<file path="config.mk">
export PLATFORM = sky130hd
export DESIGN_NAME = two_class_job_stack_arbiter_unit_flat
export DESIGN_NICKNAME = d
export VERILOG_FILES = /design/src/design/tcjsa_pkg.sv /design/src/design/tcjsa_in_if.sv /design/src/design/tcjsa_out_if.sv /design/src/design/tcjsa_front.sv /design/src/design/tcjsa_back.sv /design/src/design/two_class_job_stack_arbiter_unit.sv /design/src/flat_wrapper.sv
export SDC_FILE = /design/constraint.sdc
export NUM_CORES = 2
export LEC_CHECK = 0
export BUFFER_PORTS_ARGS = -buffer_cell sky130_fd_sc_hd__buf_4
export CAP_MARGIN = 20
export CORE_MARGIN = 1.5
export CORE_UTILIZATION = 50
export CTS_CLUSTER_DIAMETER = 200
export CTS_CLUSTER_SIZE = 24
export DETAILED_ROUTE_END_ITERATION = 8
export GPL_TIMING_DRIVEN = 0
export PLACE_DENSITY = 0.69
export SLEW_MARGIN = 20
export SYNTH_ARGS = -nofsm -noshare
export SYNTH_HDL_FRONTEND = slang
export SYNTH_SLANG_ARGS = --single-unit
</file>
<file path="constraint.sdc">
create_clock -name i_clk -period 5.4 [get_ports i_clk]
set_clock_uncertainty 0.05 [all_clocks]
set_input_delay 1.08 -clock i_clk [delete_from_list [all_inputs] [get_ports i_clk]]
set_output_delay 1.08 -clock i_clk [all_outputs]
set_load 0.005 [all_outputs]
</file>
<file path="src/design/tcjsa_pkg.sv">
`timescale 1ns / 1ps

package tcjsa_pkg;

    // field widths fixed by the job interface
    localparam int ID_W  = 16;
    localparam int CNT_W = 7;
    localparam int ST_W  = 3;
    localparam int OP_W  = 2;
    localparam int KND_W = 3;

    // result status codes
    localparam logic [ST_W-1:0] ST_ACCEPTED  = 3'd0;
    localparam logic [ST_W-1:0] ST_GRANTED   = 3'd1;
    localparam logic [ST_W-1:0] ST_NONE      = 3'd2;
    localparam logic [ST_W-1:0] ST_FULL      = 3'd3;
    localparam logic [ST_W-1:0] ST_UNDERFLOW = 3'd4;

    // input operation codes
    localparam logic [OP_W-1:0] OP_DISPATCH = 2'd0;
    localparam logic [OP_W-1:0] OP_REQUEST  = 2'd1;
    localparam logic [OP_W-1:0] OP_FINISH   = 2'd2;

    typedef logic [KND_W-1:0] t_kind;

    // classified command kinds handed from front to back
    localparam t_kind KIND_PUSH_FG = 3'd0;
    localparam t_kind KIND_PUSH_BG = 3'd1;
    localparam t_kind KIND_REQUEST = 3'd2;
    localparam t_kind KIND_FINISH  = 3'd3;
    localparam t_kind KIND_NOP     = 3'd4;

    typedef struct packed {
        t_kind             kind;
        logic [ID_W-1:0]   id;
    } t_cmd;

endpackage

</file>
<file path="src/design/tcjsa_in_if.sv">
`timescale 1ns / 1ps

interface tcjsa_in_if import tcjsa_pkg::*; ();
    logic            valid;
    logic            ready;
    logic [OP_W-1:0] op;
    logic            priority_req;
    logic [ID_W-1:0] job_id;

    modport source (output valid, output op, output priority_req, output job_id,
                    input ready);
    modport sink   (input valid, input op, input priority_req, input job_id,
                    output ready);
endinterface

</file>
<file path="src/design/tcjsa_out_if.sv">
`timescale 1ns / 1ps

interface tcjsa_out_if import tcjsa_pkg::*; ();
    logic             valid;
    logic             ready;
    logic [ST_W-1:0]  status;
    logic [ID_W-1:0]  granted_id;
    logic             was_background;
    logic [CNT_W-1:0] running_background;

    modport source (output valid, output status, output granted_id,
                    output was_background, output running_background,
                    input ready);
    modport sink   (input valid, input status, input granted_id,
                    input was_background, input running_background,
                    output ready);
endinterface

</file>
<file path="src/design/tcjsa_front.sv">
`timescale 1ns / 1ps

module tcjsa_front import tcjsa_pkg::*; (
    input  logic         i_clk,
    input  logic         i_rst_n,
    tcjsa_in_if.sink     i_job_if,
    output logic         o_cmd_valid,
    input  logic         i_cmd_ready,
    output t_cmd         o_cmd
);

    logic       r_wp;
    logic       r_rp;
    logic [1:0] r_cnt;
    t_cmd       r_q [2];
    t_cmd       cls_cmd;
    logic       push;
    logic       pop;

    // classify the incoming beat
    always_comb begin
        cls_cmd.id = i_job_if.job_id;
        unique case (i_job_if.op)
            OP_DISPATCH: cls_cmd.kind = i_job_if.priority_req ? KIND_PUSH_BG : KIND_PUSH_FG;
            OP_REQUEST:  cls_cmd.kind = KIND_REQUEST;
            OP_FINISH:   cls_cmd.kind = KIND_FINISH;
            default:     cls_cmd.kind = KIND_NOP;
        endcase
    end

    // two-entry command queue
    assign i_job_if.ready = (r_cnt != 2'd2);
    assign push           = i_job_if.valid && i_job_if.ready;
    assign o_cmd_valid    = (r_cnt != 2'd0);
    assign pop            = o_cmd_valid && i_cmd_ready;
    assign o_cmd          = r_q[r_rp];

    always_ff @(posedge i_clk) begin
        if (!i_rst_n) begin
            r_wp  <= 1'b0;
            r_rp  <= 1'b0;
            r_cnt <= 2'd0;
        end else begin
            if (push) begin
                r_wp <= ~r_wp;
            end
            if (pop) begin
                r_rp <= ~r_rp;
            end
            case ({push, pop})
                2'b10:   r_cnt <= r_cnt + 2'd1;
                2'b01:   r_cnt <= r_cnt - 2'd1;
                default: r_cnt <= r_cnt;
            endcase
        end
    end

    // queue payload
    always_ff @(posedge i_clk) begin
        if (push) begin
            r_q[r_wp] <= cls_cmd;
        end
    end

endmodule

</file>
<file path="src/design/tcjsa_back.sv">
`timescale 1ns / 1ps

module tcjsa_back import tcjsa_pkg::*; #(
    parameter int STACK_DEPTH = 32
) (
    input  logic             i_clk,
    input  logic             i_rst_n,
    input  logic             i_cmd_valid,
    output logic             o_cmd_ready,
    input  t_cmd             i_cmd,
    input  logic [CNT_W-1:0] i_max_bg,
    tcjsa_out_if.source      o_res_if
);

    localparam int FILL_W = $clog2(STACK_DEPTH + 1);
    localparam int IDX_W  = (STACK_DEPTH > 1) ? $clog2(STACK_DEPTH) : 1;
    localparam logic [FILL_W-1:0] FILL_FULL = FILL_W'(STACK_DEPTH);

    localparam logic S_IDLE = 1'b0;
    localparam logic S_POP  = 1'b1;

    logic              r_state, n_state;
    logic [FILL_W-1:0] r_fore_fill, n_fore_fill;
    logic [FILL_W-1:0] r_back_fill, n_back_fill;
    logic [CNT_W-1:0]  r_running, n_running;
    logic              r_pend_bg, n_pend_bg;

    logic [ID_W-1:0]   r_fore_mem [STACK_DEPTH];
    logic [ID_W-1:0]   r_back_mem [STACK_DEPTH];
    logic [ID_W-1:0]   r_fore_rd;
    logic [ID_W-1:0]   r_back_rd;

    logic              r_out_valid;
    logic [ST_W-1:0]   r_out_status;
    logic [ID_W-1:0]   r_out_gid;
    logic              r_out_wasb;
    logic [CNT_W-1:0]  r_out_running;

    logic              out_free;
    logic              take;
    logic              bg_ok;
    logic              fg_ok;
    logic              wr_fore, wr_back, rd_fore, rd_back;
    logic              ld_out;
    logic [ST_W-1:0]   ld_status;
    logic [ID_W-1:0]   ld_gid;
    logic              ld_wasb;

    assign out_free    = !r_out_valid || o_res_if.ready;
    assign o_cmd_ready = (r_state == S_IDLE) && out_free;
    assign take        = o_cmd_ready && i_cmd_valid;
    assign bg_ok       = (r_back_fill != '0) && (r_running < i_max_bg);
    assign fg_ok       = (r_fore_fill != '0);

    // command execution
    always_comb begin
        n_state     = r_state;
        n_fore_fill = r_fore_fill;
        n_back_fill = r_back_fill;
        n_running   = r_running;
        n_pend_bg   = r_pend_bg;
        wr_fore     = 1'b0;
        wr_back     = 1'b0;
        rd_fore     = 1'b0;
        rd_back     = 1'b0;
        ld_out      = 1'b0;
        ld_status   = ST_NONE;
        ld_gid      = '0;
        ld_wasb     = 1'b0;
        unique case (r_state)
            S_IDLE: begin
                if (take) begin
                    unique case (i_cmd.kind)
                        KIND_PUSH_FG: begin
                            ld_out = 1'b1;
                            if (r_fore_fill == FILL_FULL) begin
                                ld_status = ST_FULL;
                            end else begin
                                wr_fore     = 1'b1;
                                n_fore_fill = r_fore_fill + FILL_W'(1);
                                ld_status   = ST_ACCEPTED;
                            end
                        end
                        KIND_PUSH_BG: begin
                            ld_out = 1'b1;
                            if (r_back_fill == FILL_FULL) begin
                                ld_status = ST_FULL;
                            end else begin
                                wr_back     = 1'b1;
                                n_back_fill = r_back_fill + FILL_W'(1);
                                ld_status   = ST_ACCEPTED;
                            end
                        end
                        KIND_REQUEST: begin
                            if (bg_ok) begin
                                n_back_fill = r_back_fill - FILL_W'(1);
                                n_running   = r_running + CNT_W'(1);
                                rd_back     = 1'b1;
                                n_pend_bg   = 1'b1;
                                n_state     = S_POP;
                            end else if (fg_ok) begin
                                n_fore_fill = r_fore_fill - FILL_W'(1);
                                rd_fore     = 1'b1;
                                n_pend_bg   = 1'b0;
                                n_state     = S_POP;
                            end else begin
                                ld_out    = 1'b1;
                                ld_status = ST_NONE;
                            end
                        end
                        KIND_FINISH: begin
                            ld_out = 1'b1;
                            if (r_running != '0) begin
                                n_running = r_running - CNT_W'(1);
                                ld_status = ST_ACCEPTED;
                            end else begin
                                ld_status = ST_UNDERFLOW;
                            end
                        end
                        default: begin
                            ld_out    = 1'b1;
                            ld_status = ST_NONE;
                        end
                    endcase
                end
            end
            S_POP: begin
                // stack read data is ready, deliver the grant
                if (out_free) begin
                    ld_out    = 1'b1;
                    ld_status = ST_GRANTED;
                    ld_gid    = r_pend_bg ? r_back_rd : r_fore_rd;
                    ld_wasb   = r_pend_bg;
                    n_state   = S_IDLE;
                end
            end
            default: n_state = S_IDLE;
        endcase
    end

    // control state
    always_ff @(posedge i_clk) begin
        if (!i_rst_n) begin
            r_state     <= S_IDLE;
            r_fore_fill <= '0;
            r_back_fill <= '0;
            r_running   <= '0;
            r_pend_bg   <= 1'b0;
            r_out_valid <= 1'b0;
        end else begin
            r_state     <= n_state;
            r_fore_fill <= n_fore_fill;
            r_back_fill <= n_back_fill;
            r_running   <= n_running;
            r_pend_bg   <= n_pend_bg;
            if (ld_out) begin
                r_out_valid <= 1'b1;
            end else if (o_res_if.ready) begin
                r_out_valid <= 1'b0;
            end
        end
    end

    // result register payload
    always_ff @(posedge i_clk) begin
        if (ld_out) begin
            r_out_status  <= ld_status;
            r_out_gid     <= ld_gid;
            r_out_wasb    <= ld_wasb;
            r_out_running <= n_running;
        end
    end

    // foreground stack memory, push at fill, pop reads fill minus one
    always_ff @(posedge i_clk) begin
        if (wr_fore) begin
            r_fore_mem[r_fore_fill[IDX_W-1:0]] <= i_cmd.id;
        end
        if (rd_fore) begin
            r_fore_rd <= r_fore_mem[n_fore_fill[IDX_W-1:0]];
        end
    end

    // background stack memory
    always_ff @(posedge i_clk) begin
        if (wr_back) begin
            r_back_mem[r_back_fill[IDX_W-1:0]] <= i_cmd.id;
        end
        if (rd_back) begin
            r_back_rd <= r_back_mem[n_back_fill[IDX_W-1:0]];
        end
    end

    assign o_res_if.valid              = r_out_valid;
    assign o_res_if.status             = r_out_status;
    assign o_res_if.granted_id         = r_out_gid;
    assign o_res_if.was_background     = r_out_wasb;
    assign o_res_if.running_background = r_out_running;

endmodule

</file>
<file path="src/design/two_class_job_stack_arbiter_unit.sv">
`timescale 1ns / 1ps

// Two-class job stack arbiter: job ids are pushed onto a foreground or a
// background LIFO of STACK_DEPTH entries each; a request grants the newest
// background job while fewer than max_background of them run, else the newest
// foreground job, and a finish beat lowers the running background count.
// Every input beat yields exactly one result beat. Input beats are classified
// and parked in a two-entry queue; the execution stage takes one command at a
// time. Dispatch, finish and empty requests deliver their result in the cycle
// after leaving the queue, one beat per cycle while the result sink is ready;
// a grant first passes the registered stack read. The stacks need no clearing
// pass: only entries below the fill count are read. max_background
// resets to THREAD_COUNT / 2 and must only be written while the block is idle.

module two_class_job_stack_arbiter_unit import tcjsa_pkg::*; #(
    parameter int STACK_DEPTH  = 32,
    parameter int THREAD_COUNT = 8
) (
    input  logic             i_clk,
    input  logic             i_rst_n,
    tcjsa_in_if.sink         i_job_if,
    tcjsa_out_if.source      o_res_if,
    input  logic             i_cfg_we,
    input  logic [CNT_W-1:0] i_cfg_wdata
);

    localparam logic [CNT_W-1:0] MAX_BG_RST = CNT_W'(THREAD_COUNT / 2);

    logic [CNT_W-1:0] r_max_bg;
    logic             cmd_valid;
    logic             cmd_ready;
    t_cmd             cmd;

    // background cap register
    always_ff @(posedge i_clk) begin
        if (!i_rst_n) begin
            r_max_bg <= MAX_BG_RST;
        end else if (i_cfg_we) begin
            r_max_bg <= i_cfg_wdata;
        end
    end

    tcjsa_front u_front (
        .i_clk       (i_clk),
        .i_rst_n     (i_rst_n),
        .i_job_if    (i_job_if),
        .o_cmd_valid (cmd_valid),
        .i_cmd_ready (cmd_ready),
        .o_cmd       (cmd)
    );

    tcjsa_back #(
        .STACK_DEPTH (STACK_DEPTH)
    ) u_back (
        .i_clk       (i_clk),
        .i_rst_n     (i_rst_n),
        .i_cmd_valid (cmd_valid),
        .o_cmd_ready (cmd_ready),
        .i_cmd       (cmd),
        .i_max_bg    (r_max_bg),
        .o_res_if    (o_res_if)
    );

endmodule

</file>
<file path="src/flat_wrapper.sv">
// flat-port wrapper written by rule: the top's interface ports become plain ports
module two_class_job_stack_arbiter_unit_flat import tcjsa_pkg::*;
#(
    parameter int STACK_DEPTH  = 32,
    parameter int THREAD_COUNT = 8
)
  (i_clk, i_rst_n, i_cfg_we, i_cfg_wdata, i_job_if_valid, i_job_if_op, i_job_if_priority_req, i_job_if_job_id, i_job_if_ready, o_res_if_valid, o_res_if_status, o_res_if_granted_id, o_res_if_was_background, o_res_if_running_background, o_res_if_ready);
  tcjsa_in_if i_job_if_i ();
  tcjsa_out_if o_res_if_i ();
  input  logic i_clk;
  input  logic i_rst_n;
  input  logic i_cfg_we;
  input  logic [CNT_W-1:0] i_cfg_wdata;
  input wire logic [$bits(i_job_if_i.valid)-1:0] i_job_if_valid;
  input wire logic [$bits(i_job_if_i.op)-1:0] i_job_if_op;
  input wire logic [$bits(i_job_if_i.priority_req)-1:0] i_job_if_priority_req;
  input wire logic [$bits(i_job_if_i.job_id)-1:0] i_job_if_job_id;
  output wire logic [$bits(i_job_if_i.ready)-1:0] i_job_if_ready;
  output wire logic [$bits(o_res_if_i.valid)-1:0] o_res_if_valid;
  output wire logic [$bits(o_res_if_i.status)-1:0] o_res_if_status;
  output wire logic [$bits(o_res_if_i.granted_id)-1:0] o_res_if_granted_id;
  output wire logic [$bits(o_res_if_i.was_background)-1:0] o_res_if_was_background;
  output wire logic [$bits(o_res_if_i.running_background)-1:0] o_res_if_running_background;
  input wire logic [$bits(o_res_if_i.ready)-1:0] o_res_if_ready;
  assign i_job_if_i.valid = i_job_if_valid;
  assign i_job_if_i.op = i_job_if_op;
  assign i_job_if_i.priority_req = i_job_if_priority_req;
  assign i_job_if_i.job_id = i_job_if_job_id;
  assign i_job_if_ready = i_job_if_i.ready;
  assign o_res_if_valid = o_res_if_i.valid;
  assign o_res_if_status = o_res_if_i.status;
  assign o_res_if_granted_id = o_res_if_i.granted_id;
  assign o_res_if_was_background = o_res_if_i.was_background;
  assign o_res_if_running_background = o_res_if_i.running_background;
  assign o_res_if_i.ready = o_res_if_ready;
  two_class_job_stack_arbiter_unit #(.STACK_DEPTH(STACK_DEPTH), .THREAD_COUNT(THREAD_COUNT)) u_core (.i_clk(i_clk), .i_rst_n(i_rst_n), .i_job_if(i_job_if_i), .o_res_if(o_res_if_i), .i_cfg_we(i_cfg_we), .i_cfg_wdata(i_cfg_wdata));
endmodule
</file>
==> flow_summary.toml <==
[detailed_routing]
via_per_inst = 6.222
drtIter0Drc = 3731
routedWlPerCell_um = 27.74
dr_total_vias = 28850
wirelength_mm = 128.7
drc = 0
dr.pass1.iters = 6
drtAntennaViolNets = 0

[floorplanning]
die_width_um = 309.6
placementRows = 112
core_mm2 = 0.09319
die-area_mm2 = 0.09583
start_util_pct = 50.43
dieHeight_um = 309.6
ioPinCount = 60

[timing]
min_period_ps = 5420
finalMaxSlewViolations = 0
worst_slew_pin_slew_ps = 1028
timing.fmax_mhz = 184.5
hold_viol_final = 0
max_slew_margin_pct = 30.72
setup_ws_ps = -20.08
setup_viol = 1
holdWs_ps = 460.0
rsz0062_at_grt = "no"
fin_crit_sh_pct = 100.4

[yosys]
synth_compound_area_share_pct = 9.710
synth_edf_count = 1121
synthArstFlopShare_pct = 0
avgSynthCellArea_um2 = 14.75
synth-xor-area-share_pct = 0.1864
ys_warn_count = 0
synth-seq-cells = 1155
yosysUniqueCellTypes = 74
yosysSeqAreaShare_pct = 73.08
muxShareOfSynthArea_pct = 5.184
yosys.cell_count.top_type = "edfxtp_1"
synth_top_family_by_area = "compound AO/OA/AOI/OAI gates"
synth-main-ff-cell = "edfxtp_1"
syn-instance-count = 3187
synthAdderAreaFrac_pct = 0.5325
synthesis.nets = 3238
synth.largest_area_cell = "edfxtp_1"
synth.top_cell.area_share_pct = 71.63
netlist_area_mm2 = 0.04699
synth.area.top_cells = "edfxtp_1 (72%), mux2i_1 (4.3%), nand2_1 (3.8%)"
synth_top_cells_by_count = "edfxtp_1 (1,121), nand2_1 (480), mux2i_1 (204)"
synthSimpleGateAreaFrac_pct = 8.909

[cells_and_area]
fin_area_mm2 = 0.05158
area_delta_synth_final_pct = 9.772
drive_above_1_share_pct = 10.83
fin_nets = 3399

[critical_path]
cp.required_ps = 5710
r2r_cells = 12
path_class = "reg2reg"
path_max_fanout = 10
cp-end-kind = "flip-flop"
crit_path_start_kind = "flip-flop"
r2r_setup_slack_ps = -20
cp.arrival_ps = 5730

[pwr]
leakagePower_nw = 16.21
pwr-share-clk_pct = 23.7
p_per_area_mw_per_mm2 = 379.9
max-vdd-ir-drop_mv = 0.4020
power.switching_mw = 5.858
p_seq_share_pct = 55.3
switching_share_pct = 29.89
intPower_mw = 13.74
power_frac_comb_pct = 21.0

[outcome]
violations = "setup timing"
outcome = "complete, but fails checks"

[clocking]
worstSkewPairLatency_ps = 680
postCtsSetupBuffers = 0
cts_buffer_depth = 3
htreeDepth = 2
clkTransAtPathRegs_ps = 100
ctsRootBufferMaster = "clkbuf_16"
cts_sinks = 1155
cts_tree = "built"
ctsHoldBuffers = 0
numCtsBuffers = 54

[global_routing]
overflow = 0
grt_pass1_wl_mm = 184.1
grt_max_degree = 65
grt_usage_pct = 26.66
antenna_found_initial = 3
first_global_vias = 27190

[hold_path]
hold_path_depth = 2
hp-class = "reg2reg"

[flow_run]
drv_cap = 0

[place]
gp_congestion = 1.059
portBuffers = 58
place_area_mm2 = 0.04997
place_ws_ps = -583.7
dp.final_hpwl_mm = 87.37
==> worst paths after layout <==
check	startpoint	endpoint
setup reg to reg	u_core.u_back.r_back_fill[1]	u_core.u_back.r_back_rd[2]
hold / removal	u_core.r_max_bg[0]	u_core.r_max_bg[0]
hold reg to reg	u_core.r_max_bg[0]	u_core.r_max_bg[0]
setup / recovery	u_core.u_back.r_back_fill[1]	u_core.u_back.r_back_rd[2]
==> power by group through the flow <==
stage / Combinational (mW) / Clock (mW) / Sequential (mW)
after global placement: 3.74 / 0 / 11.1
final: 4.11 / 4.64 / 10.8
after global routing: 4.29 / 4.95 / 10.9
after CTS: 4.04 / 4.68 / 10.8
after floorplan: 1.95 / 0 / 11.0
after detailed placement: 4.02 / 0 / 11.0
==> logic make-up (layout without fill, tap and decap cells) <==
logic type / Yosys count / after routing
other: 0 / 2
AOI/OAI and AO/OA: 619 / 619
xor gates and xnor gates: 10 / 10
DFF: 1155 / 1155
muxes: 239 / 239
buffers and inverters: 253 / 447
adders and majority gates: 20 / 20
and+or+nand+nor: 891 / 891
==> metrics by stage <==
| step | utilization, % | power (mW) | instances | setup TNS [ps] |
|---|---|---|---|---|
| after floorplan | - | 12.93 | 3187 | 0 |
| after global placement | 52.58 | 14.84 | 4499 | -39360 |
| after detailed placement | 53.62 | 15.07 | 4546 | -6672 |
| after CTS | 55.31 | 19.56 | 4635 | 0 |
| after global routing | 55.35 | 20.09 | 4636 | 0 |
| final | 55.35 | 19.60 | 4637 | -20.08 |
==> sequential cells by signal, summed over array words and instances (netlist names), named ones only <==
name	flops
u_core.u_back.r_back_mem	512
u_core.u_back.r_fore_mem	512
u_core.u_front.r_q	38
u_core.u_back.o_res_if.granted_id	16
u_core.u_back.r_back_rd	16
u_core.u_back.r_fore_rd	16
u_core.r_max_bg	7
u_core.u_back.o_res_if.running_background	7
u_core.u_back.r_running	7
u_core.u_back.r_back_fill	6
u_core.u_back.r_fore_fill	6
u_core.u_back.o_res_if.status	3
u_core.u_front.r_cnt	2
u_core.u_back.o_res_if.valid	1
u_core.u_back.o_res_if.was_background	1
u_core.u_back.r_pend_bg	1
u_core.u_back.r_state	1
u_core.u_front.r_rp	1
u_core.u_front.r_wp	1
==> timing repair <==
item                                    in CTS  in global routing
resized for setup                            7                 10
gates cloned                                 0                  0
pin swaps                                    0                  0
endpoints found under the setup margin      16                 32
==> layout make-up <==
class | count | area, µm²
antenna | 2 | 5.005
buffer | 230 | 1050
clock buffer | 86 | 1493
clock inverter | 3 | 58.81
fill | 7400 | 41600
inverter | 23 | 86.33
multi-input combinational | 1779 | 11820
sequential | 1155 | 34340
tap | 1254 | 1569
timing repair buffer | 105 | 1161
==> layout by cell type (no fill, tap or decap), types with 14 or more instances in the layout <==
master and n:
edfxtp_1 1121, nand2_1 479, mux2i_1 203, clkbuf_1 170
a21oi_1 147, a221oi_1 83, buf_4 79, nand4_1 70
and4_1 68, nor2_1 65, nor2_2 64, clkbuf_16 55
nand3_1 50, a22o_1 50, buf_2 48, o21ai_0 43
o31ai_1 37, a22oi_1 34, dfxtp_1 34, a311oi_1 33
a32oi_1 32, o2111ai_1 31, buf_6 27, a31oi_1 22
inv_1 21, ha_1 20, mux2_2 19, o22ai_1 18
a211oi_1 17, o2bb2ai_1 17, o2111a_1 16, mux2_4 16
nor4_1 14
==> worst max-delay path, stage by stage (launching register included) <==
cell and delay, ps:
dfxtp_1 410, inv_1 160, ha_1 160, clkbuf_1 320
nand3b_1 370, a21oi_1 760, o31ai_1 310, a22oi_1 680
buf_4 300, clkbuf_1 380, a221oi_1 190, a221oi_1 760
a31oi_1 240
==> layer usage <==
layer	part of all wire [%]	wire, µm	vias up	GRT usage, %
met1	41	52320	14470	36.93
met3	8.0	10250	241	3.914
met2	47	60330	1354	42.50
met4	4.5	5752	0	11.02
li1	-	-	12790	-
met5	0	0	-	0
Power figures use the tool's default switching activity.
